--- config.mk ---
export PLATFORM = sky130hd
export DESIGN_NAME = circle_outline_pixel_generator
export DESIGN_NICKNAME = d
export VERILOG_FILES = /design/src/hw/rtl/cope_pkg.sv /design/src/hw/rtl/cope_root.sv /design/src/hw/rtl/circle_outline_pixel_generator.sv
export SDC_FILE = /design/constraint.sdc
export NUM_CORES = 1
export LEC_CHECK = 0
export ABC_CLOCK_PERIOD_IN_PS = 6680
export BUFFER_PORTS_ARGS = -buffer_cell sky130_fd_sc_hd__buf_2
export CAP_MARGIN = 20
export CORE_MARGIN = 2
export CORE_UTILIZATION = 57
export CTS_CLUSTER_DIAMETER = 40
export CTS_CLUSTER_SIZE = 28
export DETAILED_ROUTE_END_ITERATION = 10
export PLACE_DENSITY_LB_ADDON = 0.08
export SLEW_MARGIN = 15
export SYNTH_ARGS = -nofsm -noshare
export SYNTH_HDL_FRONTEND = slang
export SYNTH_SLANG_ARGS = --single-unit
--- constraint.sdc ---
create_clock -name clk -period 6.68 [get_ports clk]
set_clock_uncertainty 0.15 [all_clocks]
set_input_delay 0.334 -clock clk [delete_from_list [all_inputs] [get_ports clk]]
set_output_delay 0.334 -clock clk [all_outputs]
set_load 0.1 [all_outputs]
--- src/hw/rtl/cope_pkg.sv ---
// ---------------------------------------------------------------------------
// cope_pkg - circle outline pixel generator shared types
// Register indexes, and the status group passed from the square-root unit
// back to the sequencer.
// ---------------------------------------------------------------------------
package cope_pkg;

  // register index, byte address divided by four
  typedef enum logic [1:0] {
    REG_CENTER_X = 2'd0,
    REG_CENTER_Y = 2'd1,
    REG_RADIUS   = 2'd2,
    REG_COLOR    = 2'd3
  } cope_reg_t;

  typedef struct packed {
    logic busy;   // unit iterating
    logic done;   // result valid this cycle
    logic exact;  // remainder is zero, root is exact
  } cope_root_sts_t;

endpackage

--- src/hw/rtl/cope_root.sv ---
// ---------------------------------------------------------------------------
// cope_root - iterative integer square root
// Shift-subtract root of a 2W-bit value, one root bit per cycle.
// ---------------------------------------------------------------------------
module cope_root import cope_pkg::*; #(
  parameter int W = 12
) (
  input  logic                 clk,
  input  logic                 rst_n,
  input  logic                 start,
  input  logic [2*W-1:0]       q,
  output logic [W-1:0]         root,
  output cope_root_sts_t       sts
);

  localparam int CW = $clog2(W);

  logic            busy_r;
  logic            done_r;
  logic [CW-1:0]   cnt_r;
  logic [2*W-1:0]  q_r;
  logic [W+1:0]    rem_r;
  logic [W-1:0]    root_r;

  logic [W+1:0]    rem_sh;
  logic [W+1:0]    trial;
  logic            ge;
  logic [W+1:0]    rem_nxt;
  logic [W-1:0]    root_nxt;

  // bring down the next two radicand bits and try the next root bit
  assign rem_sh   = {rem_r[W-1:0], q_r[2*W-1 -: 2]};
  assign trial    = {root_r, 2'b01};
  assign ge       = (rem_sh >= trial);
  assign rem_nxt  = ge ? (rem_sh - trial) : rem_sh;
  assign root_nxt = {root_r[W-2:0], ge};

  always_ff @(posedge clk) begin
    if (!rst_n) begin
      busy_r <= 1'b0;
      done_r <= 1'b0;
      cnt_r  <= '0;
    end else begin
      done_r <= 1'b0;
      if (start) begin
        busy_r <= 1'b1;
        cnt_r  <= CW'(W - 1);
        q_r    <= q;
        rem_r  <= '0;
        root_r <= '0;
      end else if (busy_r) begin
        q_r    <= {q_r[2*W-3:0], 2'b00};
        rem_r  <= rem_nxt;
        root_r <= root_nxt;
        cnt_r  <= cnt_r - CW'(1);
        if (cnt_r == '0) begin
          busy_r <= 1'b0;
          done_r <= 1'b1;
        end
      end
    end
  end

  assign root      = root_r;
  assign sts.busy  = busy_r;
  assign sts.done  = done_r;
  assign sts.exact = (rem_r == '0);

endmodule

--- src/hw/rtl/circle_outline_pixel_generator.sv ---
// ---------------------------------------------------------------------------
// circle_outline_pixel_generator - circle outline pixel writes
// Each input transfer makes one outline step and, unless finished, yields two
// pixel writes; a column pass then a row pass walk the offset from -r to r-1.
// ---------------------------------------------------------------------------
//  channel  direction  handshake                 payload
//  in       input      in_valid / in_stall       in_restart
//  out      output     out_valid / out_stall     out_pixel_x, out_pixel_y,
//                                                out_pixel_value, out_last
//  cfg      input      psel/penable/pwrite       paddr, pwdata, prdata
//
//  A step that draws uses the single shared multiplier twice and then the
//  bit-serial root unit (one root bit per cycle) before its first pixel. A
//  step that draws nothing leaves the sequencer idle.
//  The input is stalled until both pixels are taken.
//  Reset is synchronous, active low; registers read back as zero after reset.
// ---------------------------------------------------------------------------
module circle_outline_pixel_generator import cope_pkg::*; #(
  parameter int COORD_BITS = 12,
  parameter int COLOR_BITS = 16
) (
  input  logic                         clk,
  input  logic                         rst_n,
  input  logic                         in_valid,
  output logic                         in_stall,
  input  logic                         in_restart,
  output logic                         out_valid,
  input  logic                         out_stall,
  output logic signed [COORD_BITS+1:0] out_pixel_x,
  output logic signed [COORD_BITS+1:0] out_pixel_y,
  output logic [COLOR_BITS-1:0]        out_pixel_value,
  output logic                         out_last,
  input  logic                         psel,
  input  logic                         penable,
  input  logic                         pwrite,
  input  logic [3:0]                   paddr,
  input  logic [31:0]                  pwdata,
  output logic [31:0]                  prdata,
  output logic                         pready
);

  localparam int C  = COORD_BITS;
  localparam int PW = COORD_BITS + 2;
  localparam int DW = COORD_BITS + 1;
  localparam int RW = COORD_BITS - 1;

  typedef enum logic [3:0] {
    ST_IDLE, ST_MUL_R, ST_MUL_D, ST_DIFF, ST_START, ST_WAIT, ST_FIN, ST_OUT0, ST_OUT1
  } state_t;

  state_t state_r;

  logic [C-1:0]          cx_r, cy_r;
  logic [RW-1:0]         rad_r;
  logic [COLOR_BITS-1:0] color_r;

  logic                  rows_r;
  logic signed [DW-1:0]  off_r;
  logic                  fin_r;

  logic [2*C-1:0]        rr_r, dd_r, q_r;

  logic                  out_valid_r, out_last_r, p1_last_r;
  logic signed [PW-1:0]  out_x_r, out_y_r, p1_x_r, p1_y_r;
  logic [COLOR_BITS-1:0] out_val_r;

  logic                  in_xfer, out_xfer, cfg_wr;
  logic                  fin_eff, rows_eff;
  logic signed [DW-1:0]  off_eff, neg_rad, off_neg, rad_m1;
  logic [C-1:0]          abs_d, mul_a;
  logic [2*C-1:0]        mul_p;

  logic                  root_start;
  logic [C-1:0]          root_val;
  cope_root_sts_t        root_sts;

  logic [C:0]            ceil_s;
  logic [C-1:0]          hi_c;
  logic signed [PW-1:0]  hi_s, lo_ceil, lo_floor, lo_c;
  logic signed [PW-1:0]  off_w, cx_d, cy_d, cx_s, cy_s;
  logic                  end_pass;

  assign in_stall = (state_r != ST_IDLE);
  assign in_xfer  = in_valid && !in_stall;
  assign out_xfer = out_valid_r && !out_stall;
  assign pready   = 1'b1;
  assign cfg_wr   = psel && penable && pwrite;

  always_comb begin
    case (paddr[3:2])
      REG_CENTER_X: prdata = 32'(cx_r);
      REG_CENTER_Y: prdata = 32'(cy_r);
      REG_RADIUS:   prdata = 32'(rad_r);
      REG_COLOR:    prdata = 32'(color_r);
      default:      prdata = '0;
    endcase
  end

  // restart rewinds before the step is taken
  assign neg_rad  = -$signed({2'b00, rad_r});
  assign fin_eff  = in_restart ? (rad_r == '0) : fin_r;
  assign off_eff  = in_restart ? neg_rad : off_r;
  assign rows_eff = in_restart ? 1'b0 : rows_r;

  // one multiplier squares the radius, then the offset magnitude
  assign off_neg = -off_r;
  assign abs_d   = off_r[DW-1] ? off_neg[C-1:0] : off_r[C-1:0];
  assign mul_a   = (state_r == ST_MUL_R) ? {1'b0, rad_r} : abs_d;
  assign mul_p   = mul_a * mul_a;

  assign root_start = (state_r == ST_START);

  cope_root #(.W(C)) u_root (
    .clk   (clk),
    .rst_n (rst_n),
    .start (root_start),
    .q     (q_r),
    .root  (root_val),
    .sts   (root_sts)
  );

  // pixel coordinates for this step
  assign ceil_s   = {1'b0, root_val} + (C+1)'(!root_sts.exact);
  assign hi_c     = rows_r ? cx_r : cy_r;
  assign hi_s     = $signed({2'b00, hi_c});
  assign lo_ceil  = hi_s - $signed({1'b0, ceil_s});
  assign lo_floor = hi_s - $signed({2'b00, root_val});
  assign lo_c     = lo_ceil[PW-1] ? lo_floor : lo_ceil;
  assign off_w    = {off_r[DW-1], off_r};
  assign cx_d     = $signed({2'b00, cx_r}) + off_w;
  assign cy_d     = $signed({2'b00, cy_r}) + off_w;
  assign cx_s     = $signed({2'b00, cx_r}) + $signed({2'b00, root_val});
  assign cy_s     = $signed({2'b00, cy_r}) + $signed({2'b00, root_val});
  assign rad_m1   = $signed({2'b00, rad_r}) - DW'(1);
  assign end_pass = (off_r >= rad_m1);

  always_ff @(posedge clk) begin
    if (!rst_n) begin
      state_r     <= ST_IDLE;
      cx_r        <= '0;
      cy_r        <= '0;
      rad_r       <= '0;
      color_r     <= '0;
      rows_r      <= 1'b0;
      off_r       <= '0;
      fin_r       <= 1'b1;
      out_valid_r <= 1'b0;
    end else begin
      if (cfg_wr) begin
        case (paddr[3:2])
          REG_CENTER_X: cx_r    <= pwdata[C-1:0];
          REG_CENTER_Y: cy_r    <= pwdata[C-1:0];
          REG_RADIUS:   rad_r   <= pwdata[RW-1:0];
          REG_COLOR:    color_r <= pwdata[COLOR_BITS-1:0];
          default:      ;
        endcase
      end
      case (state_r)
        ST_IDLE: begin
          if (in_xfer) begin
            rows_r <= rows_eff;
            off_r  <= off_eff;
            fin_r  <= fin_eff || (rad_r == '0);
            if (!fin_eff && (rad_r != '0)) state_r <= ST_MUL_R;
          end
        end
        ST_MUL_R: begin
          rr_r    <= mul_p;
          state_r <= ST_MUL_D;
        end
        ST_MUL_D: begin
          dd_r    <= mul_p;
          state_r <= ST_DIFF;
        end
        ST_DIFF: begin
          // saturate at zero when the offset lies outside the radius
          q_r     <= (dd_r > rr_r) ? '0 : (rr_r - dd_r);
          state_r <= ST_START;
        end
        ST_START: state_r <= ST_WAIT;
        ST_WAIT: begin
          if (root_sts.done) state_r <= ST_FIN;
        end
        ST_FIN: begin
          if (!rows_r) begin
            out_x_r <= cx_d;
            out_y_r <= cy_s;
            p1_x_r  <= cx_d;
            p1_y_r  <= lo_c;
          end else begin
            out_x_r <= cx_s;
            out_y_r <= cy_d;
            p1_x_r  <= lo_c;
            p1_y_r  <= cy_d;
          end
          out_val_r   <= color_r;
          out_last_r  <= 1'b0;
          p1_last_r   <= rows_r && end_pass;
          out_valid_r <= 1'b1;
          if (end_pass) begin
            if (rows_r) begin
              fin_r <= 1'b1;
            end else begin
              rows_r <= 1'b1;
              off_r  <= neg_rad;
            end
          end else begin
            off_r <= off_r + DW'(1);
          end
          state_r <= ST_OUT0;
        end
        ST_OUT0: begin
          // advance to the second pixel once the first transfer completes
          if (out_xfer) begin
            out_x_r    <= p1_x_r;
            out_y_r    <= p1_y_r;
            out_last_r <= p1_last_r;
            state_r    <= ST_OUT1;
          end
        end
        ST_OUT1: begin
          if (out_xfer) begin
            out_valid_r <= 1'b0;
            state_r     <= ST_IDLE;
          end
        end
        default: state_r <= ST_IDLE;
      endcase
    end
  end

  assign out_valid       = out_valid_r;
  assign out_pixel_x     = out_x_r;
  assign out_pixel_y     = out_y_r;
  assign out_pixel_value = out_val_r;
  assign out_last        = out_last_r;

`ifndef NO_ASSERTIONS
  a_ready_no_output: assert property (@(posedge clk) disable iff (!rst_n)
    !in_stall |-> !out_valid)
    else $error("input ready while a pixel is pending");

  a_root_done_wait: assert property (@(posedge clk) disable iff (!rst_n)
    root_sts.done |-> (state_r == ST_WAIT))
    else $error("root result outside wait state");

  a_last_second: assert property (@(posedge clk) disable iff (!rst_n)
    (out_valid && out_last) |-> (state_r == ST_OUT1))
    else $error("last flag on first pixel of a step");

  a_ready_after_pair: assert property (@(posedge clk) disable iff (!rst_n)
    ((state_r == ST_OUT1) && out_xfer) |=> !in_stall)
    else $error("input not ready after second pixel transfer");
`endif

endmodule
==> results of run 1 <==
-- repair_timing --
item,CTS,global route
hold buffers,17,0
buffers inserted,0,6
hold endpoints to repair,52,0
endpoints found under the setup margin,0,22
gates resized for setup,0,20
-- cell usage after synthesis, types with 5 or more instances --
cell	instances	share of area, %
buf_4	19	0.68
a211oi_1	14	0.50
a2111oi_0	6	0.25
o211ai_1	7	0.25
o21a_1	30	1.1
a21oi_1	137	3.3
a21boi_0	6	0.21
xor2_1	40	1.7
o41ai_1	5	0.21
nand2_1	276	4.9
ha_1	192	11
edfxtp_1	194	28
buf_1	15	0.27
nand2b_1	25	0.75
dfxtp_1	77	7.3
and3_1	17	0.51
o31ai_1	8	0.29
and4_1	7	0.29
a21o_1	33	1.2
o21bai_1	7	0.25
nor4_1	12	0.36
mux2i_1	60	2.9
o22ai_1	15	0.45
mux2_2	10	0.54
mux4_2	11	1.2
nand4_1	5	0.15
nor2b_1	24	0.72
nor3_1	52	1.2
fa_1	88	8.4
inv_1	250	4.5
a31oi_1	14	0.42
nor2_1	213	3.8
nand3_1	45	1.1
and2_1	7	0.21
xnor2_1	69	2.9
o21ai_0	100	2.4
or2_2	15	0.45
or3_1	23	0.69
clkbuf_1	59	1.1
-- placed cells by master (no fill, tap or decap), drive strengths merged, types with 8 or more instances in the layout --
master,count
dfxtp,77
buf,153
xnor2,69
nand2,276
or2,17
o31ai,8
o21ai,102
inv,265
a21o,33
nor3,52
a21oi,138
nor2b,24
mux2,12
or3,23
clkbuf,43
nor2,214
ha,192
clkinv,13
a31oi,14
conb,17
dlygate4sd3,17
a211oi,14
xor2,40
edfxtp,194
fa,88
nor4,12
nand2b,25
nand3,45
mux2i,60
and3,17
o21a,30
mux4,11
o22ai,15
-- logic make-up after synthesis --
group                    Yosys count
flip-flops                       271
other                              2
multiplexers                      83
buffers and inverters            349
AND/OR/NAND/NOR                  741
adder cells (fa/ha/maj)          280
AO/OA/AOI/OAI                    435
XOR/XNOR                         109
-- flip-flops by register name, summed over array words and instances, names as in the netlist, 13 cells and up --
| signal | count |
|---|---|
| color_r | 16 |
| dd_r | 23 |
| off_r | 13 |
| out_pixel_value | 16 |
| out_pixel_x | 14 |
| out_pixel_y | 14 |
| p1_x_r | 14 |
| p1_y_r | 14 |
| q_r | 24 |
| rr_r | 23 |
| u_root.q_r | 24 |
| u_root.rem_r | 14 |
-- per-layer routing --
layer  wire length, um  share of wire [%]  GRT usage (%)  up-vias
met5                 0                  0              0        -
met4              1610                3.0           9.43        0
met3              3150                5.8           3.51      106
met2             26000                 48           49.0      469
met1             23100                 43           36.6     8004
li1                  -                  -              -     8102
-- power breakdown --
part | internal [W] | leakage, nW | switching (W)
sequential | 0.00185 | 2.40 | 0.0000253
combinational | 0.000238 | 7.77 | 0.000452
clock | 0.00123 | 0.640 | 0.000846
total | 0.00332 | 10.8 | 0.00132
-- final timing paths --
kind	end	slack (ns)	start	depth (start not counted)
max	dd_r[18]	0.19	off_r[4]	26
min	off_r[12]	0.09	rst_n	3
max reg2reg	dd_r[18]	0.19	off_r[4]	26
min reg2reg	out_pixel_value[9]	0.31	color_r[9]	0
-- worst max-delay path: stages, from the launching register on --
cell	delay, ns
dfxtp_1	0.31
nor3_2	0.24
nand3_2	0.19
o31ai_4	0.25
nand2_1	0.10
xor2_1	0.14
mux2i_1	0.23
inv_2	0.14
nand2_1	0.13
inv_1	0.06
fa_1	0.47
inv_1	0.05
fa_1	0.54
inv_1	0.06
fa_1	0.52
fa_1	0.55
inv_1	0.06
fa_1	0.53
inv_1	0.04
ha_1	0.20
or3_1	0.36
o21ai_0	0.15
a211oi_1	0.12
buf_4	0.17
nor2_1	0.13
o21ai_0	0.13
xor2_1	0.17
-- per-stage QoR --
stage / hold slack [ns] / cells / cell area [um^2] / worst slack, ns
2_1_floorplan: 0.272 / 2285 / 21000 / 0.0365
3_3_place_gp: 0.281 / 2805 / 22100 / 0.170
3_5_place_dp: 0.296 / 2805 / 22100 / 0.0596
4_1_cts: 0.0515 / 2896 / 23600 / 0.0345
5_1_grt: 0.0841 / 2902 / 23800 / -0.0445
6_report: 0.0851 / 2902 / 23800 / 0.194
-- final cells by class --
| class | instances | area, um^2 | area share (%) |
|---|---|---|---|
| Clock buffer | 43 | 1030 | 4.35 |
| Clock inverter | 31 | 290 | 1.22 |
| Tap cell | 468 | 586 | 2.46 |
| Timing Repair Buffer | 170 | 1100 | 4.62 |
| Multi-Input combinational cell | 1665 | 12400 | 52.3 |
| Inverter | 254 | 953 | 4.01 |
| Sequential cell | 271 | 7370 | 31.0 |
==> results_dict.tcl, run 1 <==
set metrics [dict create \
    status "completed" \
    synth_xor_area_share_pct 4.55 \
    finalSetupViolCount 0 \
    synth_seq_cells 271 \
    p_leak_nw 10.8 \
    synth_top_family_by_area "adder cells" \
    cp_max_fo 7 \
    wl_um 53900 \
    async_flop_share_pct 0 \
    final_core_util_pct 65.2 \
    ys_warn_count 0 \
    synth-compound-area-share_pct 13.2 \
    initial_core_util_pct 57.6 \
    layout-area-overhead-vs-synth_pct 13.2 \
    max_slew_margin_pct 29.1 \
    vias_per_cell 5.75 \
    grt_max_degree 52 \
    cts_tree "built" \
    drv_cap 0 \
    grt_pass1_wl_um 85300 \
    drt_iter0_markers 1143 \
    portBuffers 88 \
    clk_latency_ns 0.56 \
    cts_root_buf "clkbuf_16" \
    min_period_over_period_pct 97.1 \
    gp_routability_congestion 0.954 \
    seq_area_frac_synth_pct 35.1 \
    critical_path_arrival_ns 6.63 \
    via_count 16681 \
    drc_errors 0 \
    syn_area_um2 21000 \
    coreArea_um2 36400 \
    hp-class "in -> reg" \
    io_pins 124 \
    dieArea_um2 38400 \
    worstSetupStartpointType "register" \
    synth-simple-area-share_pct 15.9 \
    ir_drop_mv 0.205 \
    path_clk_slew_ns 0.06 \
    grt_util_all_layers_pct 28.2 \
    synth_cell_type_count 79 \
    drt_pass1_iterations 5 \
    critPathKind "reg -> reg" \
    cts_made_buffers 41 \
    p_total_w 0.00465 \
    antenna_found_initial 0 \
    clock_path_buffers 3 \
    power_density_nw_per_um2 196 \
    synth_cells 2270 \
    synth_edf_count 194 \
    dp_hpwl_um 40900 \
    wl_per_cell_um 18.6 \
    post-route-min-period_ns 6.49 \
    fin_setup_tns_ns 0 \
    synth-adder-area-share_pct 19.8 \
    postSynthAreaPerCell_um2 9.24 \
    finalMaxSlewViolations 0 \
    hold_violations 0 \
    fmax_ghz 0.154 \
    die_h_um 196 \
    end_kind "register" \
    num_rows 70 \
    drive_above_1_share_pct 12.3 \
    grt_pass1_vias 16567 \
    synth_flop_cell "edfxtp_1" \
    nets 2727 \
    die_w_um 196 \
    nFillCells 3060 \
    ant_nets 0 \
    n_antenna_cell 0 \
    htreeDepth 2 \
    tightest_slew_ns 1.06 \
    worstPathRequired_ns 6.82 \
    overflow 0 \
    clock-sinks 271 \
    synth.mux.area_fraction_pct 4.71 \
]
Power figures use the tool's default switching activity.
==> inputs of run 2 (changes only) <==
Settings changed: CORE_UTILIZATION 57 to 58, CTS_BUF_LIST set to sky130_fd_sc_hd__clkbuf_8.
==> run 2 against run 1 <==
  * Critical path depth decreased by 2
  * Cell count decreased by 0.31%
  * Sequential share of layout area increased by 0.70 points
  * Die area decreased by 1.7%
  * Count of clock-buffer cells in the layout decreased by 4
  * Total power decreased by 14%
  * First-iteration DRC count decreased by 14%
  * Utilization increased by 0.099 points
  * Combinational power about the same
  * Fmax increased by 2.2%
  * Non-clock buffer count increased by 2
  * Largest cell class unchanged
==> results_dict.tcl, run 2 (synthesized netlist as in run 1, its figures left out) <==
set metrics [dict create \
    status "completed" \
    drv_cap 0 \
    wl_um 53000 \
    grt_pass1_wl_um 86000 \
    initial_core_util_pct 59.0 \
    overflow 0 \
    layout_common_cells "nand2_1 (275), inv_1 (253), nor2_1 (207)" \
    n_antenna_cell 0 \
    mostFrequentLayoutCell "nand2_1" \
    portBuffers 88 \
    antenna_found_initial 0 \
    p_leak_nw 10.6 \
    cts_tree "built" \
    htreeDepth 2 \
    die_h_um 194 \
    tightest_slew_ns 1.12 \
    fmax_ghz 0.158 \
    clock-sinks 271 \
    drc_errors 0 \
    final.setup.worst_slack_ns 0.334 \
    hold_violations 0 \
    grt_util_all_layers_pct 28.5 \
    cp_max_fo 4 \
    cts_made_buffers 38 \
    cts_root_buf "clkbuf_8" \
    power_density_nw_per_um2 172 \
    preCtsSetupSlack_ns 0.0723 \
    layout-area-overhead-vs-synth_pct 10.7 \
    holdWs_ns 0.0732 \
    ir_drop_mv 0.204 \
    critical_path_arrival_ns 6.53 \
    coreArea_um2 35600 \
    worstPathRequired_ns 6.86 \
    critPathKind "reg -> reg" \
    post-route-min-period_ns 6.35 \
    wl_per_cell_um 18.3 \
    drive_above_1_share_pct 11.8 \
    grt_max_degree 49 \
    dp_hpwl_um 40800 \
    clock_path_buffers 3 \
    grt_pass1_vias 16668 \
    num_rows 69 \
    top_regs "q_r (24), u_root.q_r (24)" \
    end_kind "register" \
    clk_latency_ns 0.62 \
    p_total_w 0.00399 \
    via_count 16677 \
    io_pins 124 \
    die_w_um 194 \
    finalSetupViolCount 0 \
    path_clk_slew_ns 0.08 \
    vias_per_cell 5.76 \
    finalMaxSlewViolations 0 \
    drt_pass1_iterations 5 \
    ant_nets 0 \
    worstSetupStartpointType "register" \
    drt_iter0_markers 982 \
    min_period_over_period_pct 95.0 \
    nets 2726 \
    gp_routability_congestion 0.949 \
    max_slew_margin_pct 25.4 \
    dieArea_um2 37700 \
    hp-class "in -> reg" \
]
## run 2: changes by cell type in the layout (fill, tap and decap cells not counted), sizes merged
cell / before / now
clkbuf: 43 / 39
clkinvlp: 5 / 2
bufinv: 2 / 3
dlygate4sd3: 17 / 19
inv: 265 / 267
## run 2: through the flow
stage          utilization [%]  instance area, um^2  instances  TNS, ns
6_report                  65.3                23200       2893        0
5_1_grt                   65.3                23200       2893  -0.0552
4_1_cts                   65.1                23100       2890        0
3_5_place_dp              62.2                22100       2801        0
3_3_place_gp              62.2                22100       2801        0
2_1_floorplan                -                21000       2285        0
## run 2: final cells by class
class	count	area [um^2]
fill	2939	12300
timing repair buffer	172	1120
clock buffer	39	537
tap	461	577
inverter	254	953
sequential	271	7370
clock inverter	31	283
multi-input combinational	1665	12400
## run 2: metal layers
metal | wire, um | GRT usage [%] | vias up
met5 | 0 | 0 | -
met4 | 1940 | 10.6 | 0
met3 | 3020 | 4.17 | 121
met2 | 25200 | 47.9 | 459
met1 | 22800 | 37.6 | 7993
li1 | - | - | 8104
## run 2: what timing repair did
item,in CTS,in global routing
endpoints found under the setup margin,0,22
hold endpoints to repair,59,0
buffers inserted,0,3
hold buffers,19,0
gates resized for setup,0,15
## run 2: power breakdown
group	internal (W)	switching, W	leakage (nW)	total (W)
logic	0.000236	0.000450	7.78	0.000686
registers	0.00185	0.0000238	2.40	0.00187
clock network	0.000700	0.000729	0.430	0.00143
## run 2: worst paths after layout
check,startpoint,to,slack [ns],depth (start not counted)
setup / recovery,off_r[4],dd_r[20],0.33,24
hold / removal,in_restart,fin_r,0.07,3
setup reg to reg,off_r[4],dd_r[20],0.33,24
hold reg to reg,color_r[7],out_pixel_value[7],0.31,0
## run 2: worst max-delay path, stage by stage, from the launching register on
cell and delay [ns]:
dfxtp_1 0.33, nor3_2 0.24, buf_4 0.16, nand4b_1 0.13, o31ai_2 0.23, xor2_1 0.20
o21a_1 0.23, nor2_1 0.10, fa_1 0.52, inv_1 0.06, fa_1 0.54, inv_1 0.06
fa_1 0.51, fa_1 0.54, inv_1 0.05, fa_1 0.52, inv_1 0.04, ha_1 0.22
or3_1 0.39, o21ai_2 0.10, a211oi_2 0.07, buf_4 0.17, o21a_1 0.22, nor4_2 0.18
a311oi_2 0.07
